==> config.mk <==
export PLATFORM = sky130hd
export DESIGN_NAME = lti_table_mem
export DESIGN_NICKNAME = d
export VERILOG_FILES = /design/src/rtl/lti_table_mem.sv
export SDC_FILE = /design/constraint.sdc
export NUM_CORES = 2
export LEC_CHECK = 0
export BUFFER_PORTS_ARGS = -buffer_cell sky130_fd_sc_hd__buf_2
export CAP_MARGIN = 20
export CELL_PAD_IN_SITES_DETAIL_PLACEMENT = 1
export CELL_PAD_IN_SITES_GLOBAL_PLACEMENT = 1
export CORE_ASPECT_RATIO = 1.4
export CORE_UTILIZATION = 51
export DETAILED_ROUTE_END_ITERATION = 8
export PLACE_DENSITY_LB_ADDON = 0.1
export SYNTH_ARGS = -nofsm -noshare
export SYNTH_HDL_FRONTEND = slang
export SYNTH_SLANG_ARGS = --single-unit
export TNS_END_PERCENT = 100
==> constraint.sdc <==
create_clock -name clk_i -period 6.15 [get_ports clk_i]
set_clock_uncertainty 0.15 [all_clocks]
set_input_delay 0.3075 -clock clk_i [delete_from_list [all_inputs] [get_ports clk_i]]
set_output_delay 0.3075 -clock clk_i [all_outputs]
set_load 0.005 [all_outputs]
==> src/rtl/lti_table_mem.sv <==
// Sample point table: one write port, one read port, registered read data.
module lti_table_mem #(
  parameter int unsigned Depth = 64,
  parameter int unsigned AddrW = 6,
  parameter int unsigned DataW = 64
) (
  input  logic             clk_i,
  input  logic             we_i,
  input  logic [AddrW-1:0] waddr_i,
  input  logic [DataW-1:0] wdata_i,
  input  logic [AddrW-1:0] raddr_i,
  output logic [DataW-1:0] rdata_o
);

  logic [DataW-1:0] mem_q [Depth];

  // The user keeps writes only while idle and reads only while busy; this module does not enforce it, so no bypass
  always_ff @(posedge clk_i) begin
    if (we_i) begin
      mem_q[waddr_i] <= wdata_i;
    end
    rdata_o <= mem_q[raddr_i];
  end

endmodule

==> key figures <==
Route
  – DR pass1 iterations: 5
  – Vias per inst: 6.55
  – Routed WL per cell: 38.7 microns
  – Via count: 74568
  – Final wirelength: 441 mm
  – Starting DRT DRC Count: 8700
  – Post-DRT Antenna Nets: 0
  – DRC violations left: 0

Setup path
  – Critical path class: in -> reg
  – CP arrival: 3400 ps
  – Reg2reg setup slack: 3670 ps
  – Cell mode on critical path: buf_12
  – Startpoint class of the critical path: input pin
  – Worst path bufs/invs: 4
  – Cell family with most CP delay: buffers and inverters
  – WP data required: 6740 ps
  – Crit end category: flip-flop
  – CP max stage delay: 560 ps
  – Worst path cell trace: buf_8, buf_4, nor2_4, buf_12, buf_12, a22oi_1, and3_1, a211oi_1
  – CP max stage cell: nor2_4
  – Crit-path max FO: 58

Power
  – Flop pwr share: 0.544
  – Leakage: 55.0 nW
  – Worst vdd ir: 0.000272 V
  – Logic pwr share: 0.047
  – Switching share of total power: 0.211
  – Net Switching: 12.2 mW
  – Clock power frac: 0.409
  – P per Cell Area: 328 nW/um^2
  – Int Power: 45.7 mW

Floorplanning
  – # rows: 240
  – CORE AREA: 305000 sq um
  – Die Span X: 470 microns
  – Initial Utilization: 0.512
  – Area of the die: 309000 sq um
  – Chip Height: 657 microns
  – I/O Pins: 142

Layout
  – Final Util: 0.579
  – Fill cell count: 24629
  – Cell area after layout: 177000 sq um
  – Ratio of cells with drive above 1 in the final layout: 0.278
  – Non-filler instance count after layout: 11380
  – Synth-to-layout area growth: 13.1%
  – Net count, final: 7137
  – FF+latch area: 124000 sq um
  – Multi-input logic area: 30800 sq um

Timing
  – Actual slew at the worst max-slew pin: 1160 ps
  – Slew margin rel.: 0.225
  – Setup violators final: 0
  – Unrepaired setup endpoints after global routing: false
  – Setup WS post-layout: 3350 ps
  – Tmin final: 2800 ps
  – Hold Vio Cnt, Final: 0
  – Post-Route Setup TNS: 0 ps
  – F_max: 357 MHz
  – Max Slew Vio Count: 0
  – Period utilization: 0.456

Clock network
  – Post-CTS Setup Bufs: 0
  – Hold-fix buffers, CTS: 48
  – Post_cts resized: 0
  – Clk_lat worst skew: 940 ps
  – Clock Tree Buf Depth: 4
  – Clock root buffer: clkbuf_16
  – TritonCTS Buffers: 388
  – CTS tree: built
  – CTS clk-pin slew, worst paths: 60 ps
  – H-tree depth: 5
  – Sink Count: 4160

Worst hold path
  – Worst Hold Class: in -> reg

Global route
  – Initial antenna violation count: 26
  – Vias in the first global route: 78531
  – Grt ovf: 0
  – Total GRT Usage: 0.286
  – Maximum number of pins on one net before global-route repair: 104
  – First-pass GRT wire length: 615 mm

Synthesis
  – Syn Area/Cell: 23.7 sq um
  – Cell taking the most area after synthesis: edfxtp_1
  – Distinct cells, synth: 33
  – FF+latch count, synth: 4160
  – Syn Std Cell Area: 156000 sq um
  – Yosys warnings: 0
  – Mapped Cells: 6598
  – Top cells by area, synth: edfxtp_1 79%, mux4_2 15%, mux2i_1 0.86%
  – Proportion of netlist area held by the largest area contributor: 0.787
  – Synth Net Count: 6676
  – Sequential cell area fraction in the yosys report: 0.795

Placed design
  – GPL Wtd Cong: 0.789
  – Placed inst area: 163000 sq um
  – # placed instances: 10570
  – Detailed Place HPWL: 236 mm
  – Post-Place Worst Slack: 2360 ps
  – Port bufs: 141

Outcome
  – Status: finished clean

Flow run
  – Max-cap violation count: 0
==> worst min-delay path, stage by stage <==
cell    delay [ps]
buf_2          240
nor3_2         100
buf_12         240
==> cell families after synthesis <==
kind of cell    after synthesis  share of synthesized area
mux                        1159                      0.156
flops                      4160                      0.795
buf+inv                     389                     0.0118
compound gates              504                     0.0248
simple gates                386                     0.0124
==> routing by layer <==
metal,track usage,vias to the layer above,share of wire
li1,-,29392,-
met1,0.380,41652,0.39
met2,0.497,2854,0.52
met3,0.0370,660,0.061
met4,0.0850,10,0.031
met5,0,-,0.00013
==> path summary, 6_finish.rpt <==
check | start | end | cells after the start
hold / removal | waddr_i[1] | mem_q[49][26]$_DFFE_PP_ | 3
setup / recovery | raddr_i[2] | rdata_o[3]$_DFF_P_ | 8
setup reg to reg | mem_q[11][48]$_DFFE_PP_ | rdata_o[48]$_DFF_P_ | 5
hold reg to reg | mem_q[47][32]$_DFFE_PP_ | rdata_o[32]$_DFF_P_ | 4
==> power groups by stage <==
stage / Clock, mW / Sequential, mW / Combinational, mW
2_1_floorplan: 0 / 32.1 / 1.46
3_5_place_dp: 0 / 32.2 / 2.67
4_1_cts: 24.0 / 31.6 / 2.71
5_1_grt: 24.9 / 31.5 / 2.88
3_3_place_gp: 0 / 32.1 / 2.61
6_report: 23.7 / 31.5 / 2.73
==> cell type report <==
class | instances | area share
sequential | 4160 | 0.703
multi-input combinational | 2049 | 0.174
clock buffer | 516 | 0.0599
tap | 3993 | 0.0283
timing repair buffer | 441 | 0.0246
clock inverter | 187 | 0.00941
inverter | 19 | 0.000403
antenna | 15 | 0.000212
==> state kept, by name, indices dropped and copies added (netlist names) <==
| name | cells |
|---|---|
| mem_q | 4096 |
| rdata_o | 64 |
==> layout by cell type, fill, tap and decap left out, types with 28 or more instances in the layout <==
cell type / instances
a22oi_1: 168
nor2_4: 65
clkinv_1: 63
bufinv_16: 28
buf_4: 143
nand2_1: 54
edfxtp_1: 4096
dfxtp_1: 64
mux2i_1: 135
clkbuf_16: 396
clkbuf_1: 98
or3_1: 29
nor2_1: 47
mux4_2: 1024
nand3_1: 45
buf_2: 138
clkinv_2: 69
or2_2: 28
and3_1: 64
a22o_1: 88
buf_12: 89
dlygate4sd3_1: 64
a211oi_1: 63
o22ai_1: 83
o221ai_1: 38
==> cells in the mapped netlist <==
library cell  count
buf_6             6
a2bb2oi_1        19
mux4_2         1024
or3b_2            1
dfxtp_1          64
a22o_1           88
nor2b_1          28
and3_1           64
nand4_1           2
nand2b_1         11
a41oi_1          26
or2_2            28
buf_2           170
clkbuf_1        140
nand3_1          45
a31o_1            1
and2_1            3
edfxtp_1       4096
a31oi_1          18
o22ai_1          83
nand4b_1          1
o221ai_1         38
or3_1            29
nand2_1          58
nor2_1          112
nor3_1            2
a211oi_1         63
a22oi_1         168
buf_1            20
buf_4            34
inv_1            19
mux2i_1         135
nand3b_1          2
==> stage by stage <==
step	power, mW	hold WS (ps)
after detailed placement	34.8	542
after floorplan	33.5	256
after CTS	58.3	0.235
after global placement	34.8	536
final	57.9	60.4
after global routing	59.3	40.5
Note: power is estimated with default switching activity, not from simulation.
